[src/rtl/abhs_pkg.sv]
package abhs_pkg;

    // Source word byte lanes (alpha in 31:24 is dropped)
    localparam int SumW     = 10;   // four bytes
    localparam int TotalW   = 12;   // sixteen bytes, max 4080

    localparam logic [1:0] LastQuad = 2'd3;

    // BT.601 studio range coefficients
    localparam int LumaR = 66;
    localparam int LumaG = 129;
    localparam int LumaB = 25;
    localparam int CbR   = 38;   // subtracted
    localparam int CbG   = 74;   // subtracted
    localparam int CbB   = 112;
    localparam int CrR   = 112;
    localparam int CrG   = 94;   // subtracted
    localparam int CrB   = 18;   // subtracted

    localparam int LumaOffset   = 16;
    localparam int ChromaOffset = 128;
    localparam int RoundHalf    = 128;

    typedef struct packed {
        logic [31:0] pixel_top_left;
        logic [31:0] pixel_top_right;
        logic [31:0] pixel_bottom_left;
        logic [31:0] pixel_bottom_right;
    } quad_t;

    typedef struct packed {
        logic [7:0] luma;
        logic [1:0] quad_position;
        logic [7:0] chroma_blue;
        logic [7:0] chroma_red;
        logic       chroma_valid;
    } yuv_t;

    typedef struct packed {
        logic [SumW-1:0] red;
        logic [SumW-1:0] green;
        logic [SumW-1:0] blue;
    } chan_sum_t;

    typedef struct packed {
        logic [1:0] quad_position;
        logic [7:0] blue;
        logic [7:0] red;
        logic       valid;
    } chroma_t;

    function automatic logic [7:0] clamp_byte(input logic signed [11:0] v);
        logic [7:0] res;
        if (v < 12'sd0)
            res = 8'd0;
        else if (v > 12'sd255)
            res = 8'd255;
        else
            res = v[7:0];
        return res;
    endfunction

endpackage

[src/rtl/abhs_quad_sum.sv]
module abhs_quad_sum (
    input  abhs_pkg::quad_t     quad,
    output abhs_pkg::chan_sum_t sums
);
    import abhs_pkg::*;

    logic [3:0][31:0] px;

    assign px = {quad.pixel_top_left, quad.pixel_top_right,
                 quad.pixel_bottom_left, quad.pixel_bottom_right};

    always_comb
    begin
        sums = '0;
        for (int i = 0; i < 4; i++)
        begin
            sums.red   = sums.red   + SumW'(px[i][7:0]);
            sums.green = sums.green + SumW'(px[i][15:8]);
            sums.blue  = sums.blue  + SumW'(px[i][23:16]);
        end
    end

endmodule

[src/rtl/abhs_luma.sv]
module abhs_luma (
    input  abhs_pkg::chan_sum_t sums,
    output logic [7:0]          luma
);
    import abhs_pkg::*;

    logic [17:0]        weighted;
    logic [16:0]        rounded;
    logic signed [11:0] biased;

    always_comb
    begin
        weighted = 18'(LumaR * int'(sums.red)) + 18'(LumaG * int'(sums.green))
                 + 18'(LumaB * int'(sums.blue));
        // >>2 then round into the byte range
        rounded  = 17'(weighted[17:2]) + 17'(RoundHalf);
        biased   = 12'({3'b000, rounded[16:8]}) + 12'(LumaOffset);
        luma     = clamp_byte(biased);
    end

endmodule

[src/rtl/abhs_chroma.sv]
module abhs_chroma (
    input  logic                clk,
    input  logic                rst_n,
    input  logic                step,
    input  abhs_pkg::chan_sum_t sums,
    output abhs_pkg::chroma_t   chroma
);
    import abhs_pkg::*;

    logic [1:0]        pos_reg,   pos_next;
    logic [TotalW-1:0] red_reg,   red_next;
    logic [TotalW-1:0] green_reg, green_next;
    logic [TotalW-1:0] blue_reg,  blue_next;

    logic [TotalW-1:0]  rt, gt, bt;
    logic signed [21:0] u_acc, v_acc;
    logic signed [17:0] u_off, v_off;
    logic signed [9:0]  u_q, v_q;
    logic signed [11:0] cb_s, cr_s;
    logic               last;

    always_comb
    begin
        last = (pos_reg == LastQuad);
        rt   = red_reg   + TotalW'(sums.red);
        gt   = green_reg + TotalW'(sums.green);
        bt   = blue_reg  + TotalW'(sums.blue);

        u_acc = 22'(CbB * int'(bt) - CbR * int'(rt) - CbG * int'(gt));
        v_acc = 22'(CrR * int'(rt) - CrG * int'(gt) - CrB * int'(bt));

        // floor >>4, add half, floor >>8
        u_off = u_acc[21:4] + 18'sd128;
        v_off = v_acc[21:4] + 18'sd128;
        u_q   = u_off[17:8];
        v_q   = v_off[17:8];
        cb_s  = {{2{u_q[9]}}, u_q} + 12'(ChromaOffset);
        cr_s  = {{2{v_q[9]}}, v_q} + 12'(ChromaOffset);

        chroma.quad_position = pos_reg;
        chroma.valid         = last;
        chroma.blue          = last ? clamp_byte(cb_s) : 8'd0;
        chroma.red           = last ? clamp_byte(cr_s) : 8'd0;

        pos_next   = pos_reg;
        red_next   = red_reg;
        green_next = green_reg;
        blue_next  = blue_reg;
        if (step)
        begin
            pos_next   = pos_reg + 2'd1;
            red_next   = last ? '0 : rt;
            green_next = last ? '0 : gt;
            blue_next  = last ? '0 : bt;
        end
    end

    always_ff @(posedge clk or negedge rst_n)
    begin
        if (!rst_n)
        begin
            pos_reg   <= '0;
            red_reg   <= '0;
            green_reg <= '0;
            blue_reg  <= '0;
        end
        else
        begin
            pos_reg   <= pos_next;
            red_reg   <= red_next;
            green_reg <= green_next;
            blue_reg  <= blue_next;
        end
    end

endmodule

[src/rtl/abgr_half_scale_to_i420_top.sv]
// channel | valid      | ready      | word
// --------+------------+------------+---------------------------------------
// input   | quad_valid | quad_ready | quad : one 2x2 quad of ABGR pixels
// output  | yuv_valid  | yuv_ready  | yuv  : Y of the quad, Cb/Cr every 4th
//
// One word per cycle when both sides keep up; an accepted word passes through
// the input register, then the result register, which drives yuv.
// Quad counter and block totals step as a word moves into the result register.
// Reset clears the valid flags, the quad counter and the block totals.
// An output stall backs up into the input register; the input still takes
// a word whenever the input register is empty or drains in the same cycle.
module abgr_half_scale_to_i420_top (
    input  logic            clk,
    input  logic            rst_n,
    input  logic            quad_valid,
    output logic            quad_ready,
    input  abhs_pkg::quad_t quad,
    output logic            yuv_valid,
    input  logic            yuv_ready,
    output abhs_pkg::yuv_t  yuv
);
    import abhs_pkg::*;

    quad_t     quad_reg,     quad_next;
    logic      quad_vld_reg, quad_vld_next;
    yuv_t      yuv_reg,      yuv_next;
    logic      yuv_vld_reg,  yuv_vld_next;

    chan_sum_t sums;
    logic [7:0] luma;
    chroma_t   chroma;
    logic      advance;

    // input register feeds the per-quad channel sums
    abhs_quad_sum u_sum (
        .quad (quad_reg),
        .sums (sums)
    );

    abhs_luma u_luma (
        .sums (sums),
        .luma (luma)
    );

    // block accumulator and Cb/Cr on the fourth quad
    abhs_chroma u_chroma (
        .clk    (clk),
        .rst_n  (rst_n),
        .step   (advance),
        .sums   (sums),
        .chroma (chroma)
    );

    always_comb
    begin
        advance    = quad_vld_reg && (!yuv_vld_reg || yuv_ready);
        quad_ready = !quad_vld_reg || advance;

        quad_next     = quad_reg;
        quad_vld_next = quad_vld_reg;
        if (quad_ready)
        begin
            quad_next     = quad;
            quad_vld_next = quad_valid;
        end

        yuv_next     = yuv_reg;
        yuv_vld_next = yuv_vld_reg;
        if (advance)
        begin
            yuv_next.luma          = luma;
            yuv_next.quad_position = chroma.quad_position;
            yuv_next.chroma_blue   = chroma.blue;
            yuv_next.chroma_red    = chroma.red;
            yuv_next.chroma_valid  = chroma.valid;
            yuv_vld_next           = 1'b1;
        end
        else if (yuv_ready)
        begin
            yuv_vld_next = 1'b0;
        end
    end

    always_ff @(posedge clk or negedge rst_n)
    begin
        if (!rst_n)
        begin
            quad_vld_reg <= 1'b0;
            yuv_vld_reg  <= 1'b0;
        end
        else
        begin
            quad_vld_reg <= quad_vld_next;
            yuv_vld_reg  <= yuv_vld_next;
        end
    end

    // payload, no reset
    always_ff @(posedge clk)
    begin
        quad_reg <= quad_next;
        yuv_reg  <= yuv_next;
    end

    assign yuv_valid = yuv_vld_reg;
    assign yuv       = yuv_reg;

`ifndef SYNTH
    // chroma flag goes with the last quad of the block, and only with it
    a_chroma_pos: assert property (@(posedge clk) disable iff (!rst_n)
        yuv_valid |-> (yuv.chroma_valid == (yuv.quad_position == LastQuad)))
        else $error("chroma flag does not match quad position");

    a_chroma_zero: assert property (@(posedge clk) disable iff (!rst_n)
        (yuv_valid && !yuv.chroma_valid) |->
            (yuv.chroma_blue == 8'd0 && yuv.chroma_red == 8'd0))
        else $error("chroma bytes nonzero outside last quad");

    a_luma_range: assert property (@(posedge clk) disable iff (!rst_n)
        yuv_valid |-> (yuv.luma >= 8'd16 && yuv.luma <= 8'd235))
        else $error("luma outside studio range");

    // consecutive results step the quad position by one
    a_pos_step: assert property (@(posedge clk) disable iff (!rst_n)
        (advance && yuv_vld_reg) |=>
            (yuv_reg.quad_position == $past(yuv_reg.quad_position) + 2'd1))
        else $error("quad position skipped");
`endif

endmodule
[config.mk]
export PLATFORM = sky130hd
export DESIGN_NAME = abgr_half_scale_to_i420_top
export DESIGN_NICKNAME = d
export VERILOG_FILES = /design/src/rtl/abhs_pkg.sv /design/src/rtl/abhs_quad_sum.sv /design/src/rtl/abhs_luma.sv /design/src/rtl/abhs_chroma.sv /design/src/rtl/abgr_half_scale_to_i420_top.sv
export SDC_FILE = /design/constraint.sdc
export NUM_CORES = 1
export LEC_CHECK = 0
export BUFFER_PORTS_ARGS = -buffer_cell sky130_fd_sc_hd__buf_2
export CAP_MARGIN = 5
export CORE_ASPECT_RATIO = 0.9
export CORE_MARGIN = 2
export CORE_UTILIZATION = 50
export DETAILED_ROUTE_END_ITERATION = 8
export GPL_ROUTABILITY_DRIVEN = 0
export MAX_ROUTING_LAYER = met4
export PLACE_DENSITY = 0.68
export SETUP_SLACK_MARGIN = 0.3
export SYNTH_ARGS = -nofsm -noshare
export SYNTH_HDL_FRONTEND = slang
export SYNTH_SLANG_ARGS = --single-unit
export TNS_END_PERCENT = 1
[constraint.sdc]
create_clock -name clk -period 15.5 [get_ports clk]
set_input_delay 2.325 -clock clk [delete_from_list [all_inputs] [get_ports clk]]
set_output_delay 2.325 -clock clk [all_outputs]
set_load 0.03 [all_outputs]
# Word level (Yosys, flattened, before mapping)
# Index checks and enable logic that the tools add are counted.
[totals]
regBits = 163
input_bits = 132
word_cells = 73
out_inout_bits = 29
[op_classes]
add_sub_neg = 25
n_mux = 8
multipliers = 9
bitwise_logic = 1
n_eq_ne = 1
n_lt_le_gt_ge = 6
n_reduce_logical = 8
[op_table]
columns = ["op", "count"]
rows = [
  ["22-bit subtractor", 4],
  ["12-bit by 10-bit adder with 12-bit output", 3],
  ["18-bit adder", 2],
  ["18-bit by 8-bit adder with 18-bit output (second input constant)", 2],
  ["12-bit by 9-bit greater-than comparator with 1-bit output (second input constant)", 3],
  ["12-bit by 1-bit < comparator with 1-bit output (second input constant)", 3],
  ["6-bit by 12-bit multiplier with 18-bit output (first input constant)", 2],
  ["12-bit 2-to-1 mux", 3],
  ["10-bit by 8-bit adder with 10-bit output", 3],
  ["9-bit by 8-bit adder with 10-bit output", 3],
  ["3-bit by 12-bit multiplier with 15-bit output (first input constant)", 2],
  ["8-bit by 8-bit adder with 9-bit output", 3],
  ["8-bit 2-to-1 mux", 3],
  ["10-bit by 9-bit adder with 11-bit output (second input constant)", 2],
  ["8-bit by 10-bit multiplier with 18-bit output (first input constant)", 1],
  ["16-bit by 8-bit adder with 17-bit output (second input constant)", 1],
  ["5-bit by 12-bit multiplier with 17-bit output (first input constant)", 1],
  ["4-bit by 12-bit multiplier with 16-bit output (first input constant)", 1],
  ["6-bit by 10-bit multiplier with 16-bit output (first input constant)", 1],
  ["5-bit by 10-bit multiplier with 15-bit output (first input constant)", 1],
  ["9-bit by 5-bit adder with 10-bit output (second input constant)", 1],
  ["2-bit OR reduction", 2],
  ["2-bit by 1-bit adder with 2-bit output (second input constant)", 1],
  ["2-bit == test (second input constant)", 1],
  ["6 further kinds", 9],
]

# Logic depth before layout (Yosys ltp)
# Gate-level depths: netlist (run 1).
[depth]
word_depth = 11
mapped_depth = 49
mapped_depth_nobuf = 47

# Cells and area by module
# From an unflattened synthesis (run 1), not the netlist that was laid out.
[hier_totals]
hier_cells = 2170
hier_area_um2 = 21730.8
[by_module_without_submodules]
columns = ["mod", "cells_per_inst", "area_per_inst_um2", "n_inst", "seq_area_each_um2"]
rows = [
  ["abhs_chroma", 1367, 11442.2, 1, 950.9],
  ["abgr_half_scale_to_i420_top", 163, 4740.8, 1, 4704.5],
  ["abhs_luma", 372, 3278.1, 1, 0.0],
  ["abhs_quad_sum", 268, 2269.7, 1, 0.0],
]

# Worst setup path after synthesis (run 1)
# No wires, ideal clock.
[synth_path]
path_type = "register to register"
start = "reg quad_reg[41] (netlist name)"
end = "reg yuv_reg, in the netlist yuv[1], data pin"
n_path_buf = 1
synth_period_minus_slack_ns = 10.780
path_stages_with_launch = 48
required_time_ns = 15.351
setup_time_ns = 0.149
path_slack_ns = 4.720
arrival_ns = 10.631
path_cell_list = "edfxtp_1 > inv_1 > fa_1 > fa_1 > inv_1 > ha_1 > fa_1 > a21o_1 > a21oi_1 > o21bai_1 > a21oi_1 > xnor2_1 > ha_1 > a21o_1 > a31oi_2 > xnor2_1 > inv_1 > fa_1 > (+12 left out) > fa_1 > inv_1 > ha_1 > clkbuf_1 > a211oi_1 > o21ai_0 > a21oi_1 > a21oi_1 > and4b_1 > nand4b_1 > maj3_1 > ha_1 > inv_1 > and3_1 > mux2_2 > a21oi_1 > nand4_2 > a21oi_1"
[synth_via]
elab_chain_cells = 11
elab_cells_between_ends = 13
cone_classes = "add/sub: 8; mul: 1; order compare: 2; mux: 1; reduce/logical: 1"
[synth_rtl]
columns = ["element", "line_no", "rtl"]
rows = [
  ["from (decl)", "abgr_half_scale_to_i420_top.sv:24", "quad_t quad_reg, quad_next;"],
  ["from (signal assigned)", "abgr_half_scale_to_i420_top.sv:101", "quad_reg <= quad_next;"],
  ["8-bit by 8-bit adder with 9-bit output (*)", "abhs_quad_sum.sv:18", "sums.green = sums.green + SumW'(px[i][15:8]);"],
  ["9-bit by 8-bit adder with 10-bit output (*)", "abhs_quad_sum.sv:18", ""],
  ["10-bit by 8-bit adder with 10-bit output (*)", "abhs_quad_sum.sv:18", ""],
  ["12-bit by 10-bit adder with 12-bit output (*)", "abhs_chroma.sv:26", "gt = green_reg + TotalW'(sums.green);"],
  ["6-bit by 12-bit multiplier with 18-bit output (*)", "abhs_chroma.sv:30", "v_acc = 22'(CrR * int'(rt) - CrG * int'(gt) - CrB * int'(bt));"],
  ["22-bit subtractor (*) (2 in a row)", "abhs_chroma.sv:30", ""],
  ["18-bit by 8-bit adder with 18-bit output (*)", "abhs_chroma.sv:34", "v_off = v_acc[21:4] + 18'sd128;"],
  ["10-bit by 9-bit adder with 11-bit output (*)", "abhs_chroma.sv:38", "cr_s = {{2{v_q[9]}}, v_q} + 12'(ChromaOffset);"],
  ["12-bit by 9-bit greater-than comparator with 1-bit output or 12-bit by 1-bit < comparator with 1-bit output (tied branches)", "abhs_pkg.sv:56, abhs_pkg.sv:54", ""],
  ["8-bit 2-to-1 mux or 2-bit OR reduction (tied branches)", "n/a", ""],
  ["to (signal assigned)", "abgr_half_scale_to_i420_top.sv:102", "yuv_reg <= yuv_next;"],
  ["to (decl)", "abgr_half_scale_to_i420_top.sv:26", "yuv_t yuv_reg, yuv_next;"],
]
# Mark *: on every way between the ends. The rest lies on a longest branch, timed or not.
# A chain may end at the register's enable or synchronous reset.

# Worst setup path after layout (run 1)
[layout_path]
start = "reg quad_reg[41] (netlist name)"
end = "reg yuv_reg, in the netlist yuv[4], data pin"
# The elaborated chain is that of the path after synthesis.

==> results.md, run 1 <==
- CTS clk-pin slew, worst paths: 0.08 ns
- Max-cap violations: 0
- Fin. Hold Viols: 0
- DR vias: 14,010
- DRC viols: 0
- Maximum number of pins on one net before global-route repair: 55
- DR WL met2: 19.57 mm
- Met3 WL: 1.900 mm
- Total grt overflow: 0
- Fmax: 0.08317 GHz
- Total wire length: roughly 42 mm
- Vias in the first global route: between 10,000 and 15,000
- Clock tree buffer depth: 2
- N_diodes: 0
- First-pass GRT wire length: 69.10 mm
- Final setup TNS: 0 ns
- Synth unique cells: 82
- Hold crit path type: reg -> reg
- Setup Viol. Count Final: 0
- Post-cts sizing count: 0
- Max reg flops: 96
- Chip width: about 210 um
- Hold-fix buffers, CTS: 0
- Post-synth EDFFs: approximately 120
- CP max stage cell: or4_1
- CTS Buf Count: 17
- Asr flop ratio synth: 0.2454
- Aggregate global-route resource usage: 0.2152
- Fillers: 3,496
- Top_reg_cell synth: edfxtp_1
- Avg Cell Area, Syn: 9.938 um2
- Worst clock skew: 0.01585 ns
- Routed length per instance: between 15 and 20 um
- Crit path time final: 12.02 ns
- Initial antenna violation count: 0
- Crit Reg-Reg Endpoint: yuv[4]
- Setup crit end kind: register
- CP max FO: 11
- Startpoint types: register
- Synthesized flop and latch total: 163
- CP Data Required Time: 15.81 ns
- Antenna-violating nets left: 0
- 1st-iter DRT viols: between 800 and 900
- Rel. slew slack: 0.2937
- Sequential fraction of the synthesis area: 0.2358
- Final max-slew violation count: 0
- I/O pins: roughly 160
- P&R area growth vs syn: 9.365%
- Layout Nets: 2,780
- Starting density of the core: 0.5057
- # H-tree levels: 4
- PortBufs: 128
- Core Rows: slightly below 70
- Worst reg-to-reg setup slack: 3.48 ns
- DR vias/cell: approximately 5.2
- Worst path arrival time: roughly 12 ns
- First-pass iteration count of the detailed router: 5
- Hold path cells: 0
- Layout cells sized above 1: 0.09044
- Worst Hold Path EP: yuv[18]
- Final worst-path cycle share: 0.7757
- Die H: 193.3 um
- Slew @ Worst Pin: ~1.0 ns
- Hold path startpoint: u_chroma.pos_reg[1]
- Top-area cell type share of the netlist area: 0.2187
- Core ar.: 0.03937 mm2
- CTS sink count: 163
- Yosys warns: 0
- Die ar.: 0.04143 mm2
- Reg-to-reg critical path startpoint: quad_reg[41]
- CTS tree: done
- Area contributors post-synth: ha_1 22%, edfxtp_1 19%, fa_1 17%, inv_1 8.8%, xnor2_1 5.2%
- Crit Path Class: reg -> reg
- Area leader, netlist: ha_1
- Root buf cell: clkbuf_16
- Syn Inst Count: 2,003
- Syn Std Cell Area: 0.01991 mm2
- Worst R2R Path Depth: 42
- Hpwl dp: 35.14 mm
- Clk Latency, worst-skew pair: 0.47 ns
- Top layer in use: met4
- Metal1 wirelength: around 20 mm
- RSZ-0062 raised after global routing: no
- Total nets after synthesis: roughly 2,700
- Max incr delay on CP: 0.86 ns
- Post-CTS Setup Bufs: 0
- Status: finished, final reports clean
[routing by layer]
metal | track usage | vias to the layer above
li1 | - | 6964
met1 | 0.2961 | 6775
met2 | 0.3367 | 241
met3 | 0.03050 | 33
met4 | 0.05376 | 0
met5 | - | -
[cell usage in the layout (no fill, tap or decap), drive strengths merged, types with 12 or more instances in the layout]
master	instances
o21bai	32
buf	134
a21o	35
nand2b	21
or3	13
ha	348
nand3	20
nor2	59
edfxtp	123
xnor2	120
nor2b	13
a22o	26
fa	168
nor3	22
nand2	59
clkbuf	17
a211oi	12
dfrtp	40
nand4	12
a21boi	18
inv	476
xor2	47
a31oi	13
o21ai	62
a21oi	112
[cell type report]
cell class                 count  area [um2]  area share
inverter                     468        1757     0.08069
tap                          532       665.6     0.03057
timing repair buffer         134       685.7     0.03149
clock buffer                  17       425.4     0.01954
multi-input combinational   1348       13360      0.6138
clock inverter                15       180.2    0.008276
sequential                   163        4695      0.2156
[kinds of logic (layout without fill, tap and decap cells)]
logic type      Yosys count  after routing  share of synthesized area
flops                   163            163                     0.2358
mux                       8              8                   0.004274
compound gates          376            376                     0.1275
buf+inv                 492            634                    0.09290
xor+xnor                167            167                    0.07442
simple gates            275            275                    0.07429
fa+ha+maj               522            522                     0.3908
[worst max-delay path: cells and delay by family (launching register included)]
family	cells	cell delay [ns]
AO/OA/AOI/OAI	11	2.83
AND/OR/NAND/NOR	8	2.17
XOR/XNOR	3	0.68
buffers and inverters	7	0.42
flip-flops	1	0.37
adder cells (fa/ha/maj)	12	5.14
multiplexers	1	0.27
[through the flow]
stage / utilization / hold slack (ns) / setup WS (ns) / cell area (um2) / instances
2_1_floorplan: - / 0.4451 / 4.720 / 19910 / 2003
3_3_place_gp: 0.5376 / 0.4594 / 3.863 / 21170 / 2645
3_5_place_dp: 0.5376 / 0.4658 / 3.532 / 21170 / 2645
4_1_cts: 0.5530 / 0.4825 / 3.483 / 21770 / 2677
5_1_grt: 0.5530 / 0.5058 / 2.544 / 21770 / 2677
6_report: 0.5530 / 0.4793 / 3.476 / 21770 / 2677
[synthesized netlist by cell type, types with 5 or more instances]
cell / count
o21ai_0: 48
o211ai_1: 8
a21o_1: 35
clkbuf_1: 20
xor2_1: 47
ha_1: 348
a21oi_1: 112
o21ai_1: 12
a21boi_1: 7
a211oi_1: 9
xnor2_1: 119
o31ai_1: 10
inv_1: 467
o21bai_1: 32
fa_1: 168
or3_1: 13
a31oi_1: 12
maj3_1: 5
a21boi_0: 11
nand4_1: 11
nand2_1: 59
nor2b_1: 13
or4_1: 5
nor4_1: 6
edfxtp_1: 123
a22o_1: 26
and3_1: 11
o21a_1: 11
dfrtp_1: 40
nand2b_1: 21
nor3_1: 22
and2_1: 8
nand3_1: 20
nor2_1: 59
[worst max path at each step]
| stage | end | cells past startpoint | slack, ns | start |
|---|---|---|---|---|
| after global placement | yuv[8] | 44 | 3.86 | quad_reg[41] |
| final | yuv[4] | 42 | 3.48 | quad_reg[41] |
| after CTS | yuv[4] | 42 | 3.48 | quad_reg[9] |
| after global routing | yuv[4] | 43 | 2.54 | quad_reg[41] |
| after floorplan | yuv[1] | 47 | 4.72 | quad_reg[41] |
| after detailed placement | yuv[4] | 42 | 3.53 | quad_reg[41] |
Power of run 1 is left out: the tool's default activity adds up to more than one toggle a clock period on the data nets, which glitch-free logic cannot reach.
==> inputs of run 2 (changes only) <==
==> constraint.sdc (replaced) <==
create_clock -name clk -period 11.8 [get_ports clk]
set_input_delay 1.77 -clock clk [delete_from_list [all_inputs] [get_ports clk]]
set_output_delay 1.77 -clock clk [all_outputs]
set_load 0.03 [all_outputs]
==> results.md, run 2 (synthesis results as in run 1) <==
- Slew @ Worst Pin: 1.026 ns (was 1.043 ns)
- CP max FO: 10 (was 11)
- Worst clock skew: 0.01409 ns (was 0.01585 ns)
- CTS Buf Count: 17 (unchanged)
- Max-cap violations: 0 (unchanged)
- Chip width: 214.3 um (unchanged)
- Total wire length: 42.51 mm (was 42.07 mm)
- Startpoint types: register (unchanged)
- DR vias/cell: 5.296 (was 5.235)
- Fin cells: 2,691 (was 2,677)
- Starting density of the core: 0.5057 (unchanged)
- Fin. Hold Viols: 0 (unchanged)
- Maximum number of pins on one net before global-route repair: 55 (unchanged)
- I/O pins: 161 (unchanged)
- Core ar.: 0.03937 mm2 (unchanged)
- DR vias: 14,250 (was 14,010)
- 1st-iter DRT viols: 739 (was 831)
- Die H: 193.3 um (unchanged)
- CTS clk-pin slew, worst paths: 0.08 ns (about the same)
- Crit Path Class: reg -> reg (unchanged)
- Root buf cell: clkbuf_16 (unchanged)
- Routed length per instance: 15.80 um (was 15.72 um)
- DRC viols: 0 (unchanged)
- First-pass iteration count of the detailed router: 5 (unchanged)
- Setup crit end kind: register (unchanged)
- Status: finished, final reports clean (unchanged)
- Worst path arrival time: 11.31 ns (was 12.33 ns)
- PortBufs: 128 (unchanged)
- Most frequent cells in the layout: 467 x inv_1, 346 x ha_1, 167 x fa_1 (was 467 x inv_1, 348 x ha_1, 168 x fa_1)
- Layout cells sized above 1: 0.1079 (was 0.09044)
- CTS tree: done (unchanged)
- Clk Latency, worst-skew pair: 0.46 ns (was 0.47 ns)
- Final setup TNS: 0 ns (unchanged)
- Hpwl dp: 35.16 mm (was 35.14 mm)
- Cells after DPL: 2,655 (was 2,645)
- Clock tree buffer depth: 2 (unchanged)
- RSZ-0062 raised after global routing: yes (was no)
- N_diodes: 0 (unchanged)
- Aggregate global-route resource usage: 0.2182 (was 0.2152)
- Most common cell after layout, fill and taps aside: inv_1 (unchanged)
- Rel. slew slack: 0.3049 (was 0.2937)
- CTS sink count: 163 (unchanged)
- CP Data Required Time: 12.10 ns (was 15.81 ns)
- Register area: 0.004695 mm2 (unchanged)
- Core Rows: 69 (unchanged)
- First-pass GRT wire length: 70.34 mm (was 69.10 mm)
- Max incr delay on CP: 0.58 ns (was 0.86 ns)
- Setup Viol. Count Final: 0 (unchanged)
- Final max-slew violation count: 0 (unchanged)
- Max reg flops: 96 (unchanged)
- Crit path time final: 11.01 ns (was 12.02 ns)
- Layout Nets: 2,794 (was 2,780)
- Fmax: 0.09084 GHz (was 0.08317 GHz)
- Initial antenna violation count: 1 (was 0)
- Antenna-violating nets left: 0 (unchanged)
- CP max stage cell: or4_1 (unchanged)
- Total grt overflow: 0 (unchanged)
- Vias in the first global route: 14,240 (was 14,150)
- Hold-fix buffers, CTS: 0 (unchanged)
- P&R area growth vs syn: 10.77% (was 9.365%)
- # H-tree levels: 4 (unchanged)
- Multi-input logic area: 0.01353 mm2 (was 0.01336 mm2)
- Die ar.: 0.04143 mm2 (unchanged)
- Fillers: 3,423 (was 3,496)
- Final worst-path cycle share: 0.9329 (was 0.7757)
- Hold crit path type: reg -> reg (unchanged)
- CP dominant cell by count: inv_1
## run 2: cell types whose count changed in the layout (fill, tap and decap cells not counted), sizes merged
| cell | before | now |
|---|---|---|
| buf | 134 | 148 |
| clkinv | 6 | 5 |
| clkinvlp | 0 | 1 |
## run 2: critical path, delay by kind of cell, from the launching register on
family | cells | cell delay [ns]
buffers and inverters | 7 | 0.55
and+or+nand+nor | 10 | 2.13
adders and majority gates | 13 | 5.13
xor gates and xnor gates | 2 | 0.25
DFF | 1 | 0.37
muxes | 2 | 0.58
AOI/OAI and AO/OA | 10 | 1.81
## run 2: repair_timing
action,in CTS,in global routing
buffers inserted,0,4
endpoints found under the hold margin,0,0
pin swaps,0,4
setup endpoints to repair,3,16
gates resized for setup,1,33
## run 2: per-layer routing
metal / up-vias / wire (um) / global-route usage / part of all wire
met5: - / 0 / - / 0
met4: 0 / 627 / 0.04604 / 0.015
met3: 39 / 1613 / 0.02704 / 0.038
met2: 248 / 19600 / 0.3373 / 0.46
met1: 6973 / 20670 / 0.3092 / 0.49
li1: 6992 / - / - / -
## run 2: metrics by stage
step                      area, um2  worst slack [ns]  hold slack, ns  utilization
after floorplan               19910             1.020          0.4451            -
after global placement        21240            0.4605          0.4573       0.5395
after detailed placement      21240            0.3178          0.4664       0.5395
after CTS                     21850            0.3544          0.4835       0.5550
after global routing          22050            0.2248          0.5015       0.5601
final                         22050            0.7920          0.4834       0.5601
## run 2: cell type report
type	instances	area share
flip-flops and latches	163	0.2129
clock inverters	15	0.008341
multi-input cells	1348	0.6138
inverters	468	0.07966
well taps	532	0.03019
clock buffers	17	0.01929
repair buffers	148	0.03586
## run 2: worst paths after layout
check	startpoint	endpoint	slack, ns	depth (start not counted)
worst max-delay path	quad_reg[41]	yuv[8]	0.79	44
worst min-delay path	u_chroma.pos_reg[1]	yuv[18]	0.48	0
worst max register to register	quad_reg[41]	yuv[8]	0.79	44
worst min register to register	u_chroma.pos_reg[1]	yuv[18]	0.48	0
max in group asynchronous	rst_n	u_chroma.blue_reg[11]	9.68	1
min in group asynchronous	rst_n	yuv_valid	1.46	1
Power of run 2 is left out for the same reason.
==> inputs of run 3 (changes only) <==
--- a/config.mk
+++ b/config.mk
@@ -8,13 +8,15 @@
 export BUFFER_PORTS_ARGS = -buffer_cell sky130_fd_sc_hd__buf_2
 export CAP_MARGIN = 5
 export CORE_ASPECT_RATIO = 0.9
-export CORE_MARGIN = 2
+export CORE_MARGIN = 5
 export CORE_UTILIZATION = 50
+export CTS_BUF_LIST = sky130_fd_sc_hd__clkbuf_8 sky130_fd_sc_hd__clkbuf_16
 export DETAILED_ROUTE_END_ITERATION = 8
 export GPL_ROUTABILITY_DRIVEN = 0
 export MAX_ROUTING_LAYER = met4
 export PLACE_DENSITY = 0.68
 export SETUP_SLACK_MARGIN = 0.3
+export SKIP_LAST_GASP = 1
 export SYNTH_ARGS = -nofsm -noshare
 export SYNTH_HDL_FRONTEND = slang
 export SYNTH_SLANG_ARGS = --single-unit
==> results.md, run 3 (synthesis results as in run 1) <==
- Status: finished, final reports clean (unchanged)
- Clock tree buffer depth: 2 (unchanged)
- Layout cells sized above 1: 0.1091 (was 0.1079)
- PortBufs: 128 (unchanged)
- I/O pins: 161 (unchanged)
- WHS: 0.4814 ns (was 0.4834 ns)
- N_diodes: 0 (unchanged)
- CP max FO: 8 (was 10)
- Starting density of the core: 0.5046 (was 0.5057)
- Die H: 199.3 um (was 193.3 um)
- DR vias: 14,150 (was 14,250)
- CP max stage cell: or4b_2 (was or4_1)
- Worst reg-to-reg setup slack: 0.74 ns (was 0.79 ns)
- Worst clock skew: 0.01480 ns (was 0.01409 ns)
- Vias in the first global route: 14,130 (was 14,240)
- Multi-input logic area: 0.01352 mm2 (was 0.01353 mm2)
- Crit path time final: 11.06 ns (was 11.01 ns)
- CP Data Required Time: 12.11 ns (was 12.10 ns)
- Cells after DPL: 2,660 (was 2,655)
- Crit Path Class: reg -> reg (unchanged)
- Setup crit end kind: register (unchanged)
- Core Rows: 69 (unchanged)
- Most common cell after layout, fill and taps aside: inv_1 (unchanged)
- Maximum number of pins on one net before global-route repair: 56 (was 55)
- CTS Buf Count: 17 (unchanged)
- Layout Nets: 2,798 (was 2,794)
- Aggregate global-route resource usage: 0.2062 (was 0.2182)
- Initial antenna violation count: 1 (unchanged)
- Total grt overflow: 0 (unchanged)
- Crit path max-delay family: adder cells (unchanged)
- Antenna-violating nets left: 0 (unchanged)
- Slew @ Worst Pin: 1.111 ns (was 1.026 ns)
- Max incr delay on CP: 0.65 ns (was 0.58 ns)
- Max reg flops: 96 (unchanged)
- Fin area: 0.02204 mm2 (was 0.02205 mm2)
- P&R area growth vs syn: 10.72% (was 10.77%)
- # H-tree levels: 4 (unchanged)
- Core ar.: 0.03945 mm2 (was 0.03937 mm2)
- Final setup TNS: 0 ns (unchanged)
- Root buf cell: clkbuf_16 (unchanged)
- Max-cap violations: 0 (unchanged)
- DRC viols: 0 (unchanged)
- Final max-slew violation count: 0 (unchanged)
- Hpwl dp: 36.36 mm (was 35.16 mm)
- DR vias/cell: 5.251 (was 5.296)
- Rel. slew slack: 0.2477 (was 0.3049)
- Die ar.: 0.04391 mm2 (was 0.04143 mm2)
- Fin cells: 2,695 (was 2,691)
- CTS tree: done (unchanged)
- Hold crit path type: reg -> reg (unchanged)
- Register area: 0.004695 mm2 (unchanged)
- CTS clk-pin slew, worst paths: 0.08 ns (about the same)
- 1st-iter DRT viols: 884 (was 739)
- RSZ-0062 raised after global routing: yes (unchanged)
- Fin. Hold Viols: 0 (unchanged)
- Fillers: 3,405 (was 3,423)
- Worst path arrival time: 11.37 ns (was 11.31 ns)
- Fmax: 0.09038 GHz (was 0.09084 GHz)
- CP Buf/Inv Count: 6 (was 7)
- Clk Latency, worst-skew pair: 0.47 ns (was 0.46 ns)
- Final worst-path cycle share: 0.9377 (was 0.9329)
- Startpoint types: register (unchanged)
- First-pass iteration count of the detailed router: 5 (unchanged)
- Placed cell areas: 0.02128 mm2 (was 0.02124 mm2)
- Chip width: 220.3 um (was 214.3 um)
- First-pass GRT wire length: 69.48 mm (was 70.34 mm)
- Routed length per instance: 16.15 um (was 15.80 um)
- Most frequent cells in the layout: 467 x inv_1, 346 x ha_1, 167 x fa_1 (unchanged)
- Setup Viol. Count Final: 0 (unchanged)
- Hold-fix buffers, CTS: 0 (unchanged)
- Total wire length: 43.51 mm (was 42.51 mm)
- CTS sink count: 163 (unchanged)
## run 3: per-stage QoR
step	setup slack, ns	util
after CTS	0.3623	0.5541
after global placement	0.5186	0.5393
after global routing	0.2365	0.5587
after detailed placement	0.4139	0.5393
after floorplan	1.020	-
final	0.7356	0.5587
## run 3: worst paths after layout
path                                     start               endpoint  cells after the start
max in group asynchronous                rst_n  u_chroma.blue_reg[10]                      1
min in group asynchronous                rst_n           quad_vld_reg                      1
setup / recovery                  quad_reg[42]                 yuv[3]                     43
hold / removal             u_chroma.pos_reg[1]                yuv[18]                      0
hold reg to reg            u_chroma.pos_reg[1]                yuv[18]                      0
setup reg to reg                  quad_reg[42]                 yuv[3]                     43
## run 3: final cells by class
type	instances	share of cell area
repair buffers	152	0.03724
clock buffers	17	0.01930
clock inverters	15	0.007096
inverters	468	0.07970
multi-input cells	1348	0.6135
flip-flops and latches	163	0.2130
well taps	532	0.03020
## run 3: timing repair
item	4_1_cts	5_1_grt
endpoints found under the setup margin	0	16
gates resized for setup	0	32
buffers inserted	0	3
## run 3: routing by layer
layer	track usage	vias to the layer above	part of all wire	wire length, um
met3	0.03090	34	0.045	1969
met1	0.2830	6869	0.47	20520
met4	0.04876	0	0.016	675
met5	-	-	0	0
met2	0.3259	247	0.47	20350
li1	-	7001	-	-
## run 3: worst register-to-register path: cells and delay by family (launching register included)
family	cells	cell delay [ns]
buf+inv	6	0.39
simple gates	6	1.60
fa+ha+maj	12	5.08
compound gates	15	2.64
flops	1	0.37
mux	2	0.53
xor+xnor	2	0.32
Power of run 3 is left out for the same reason.
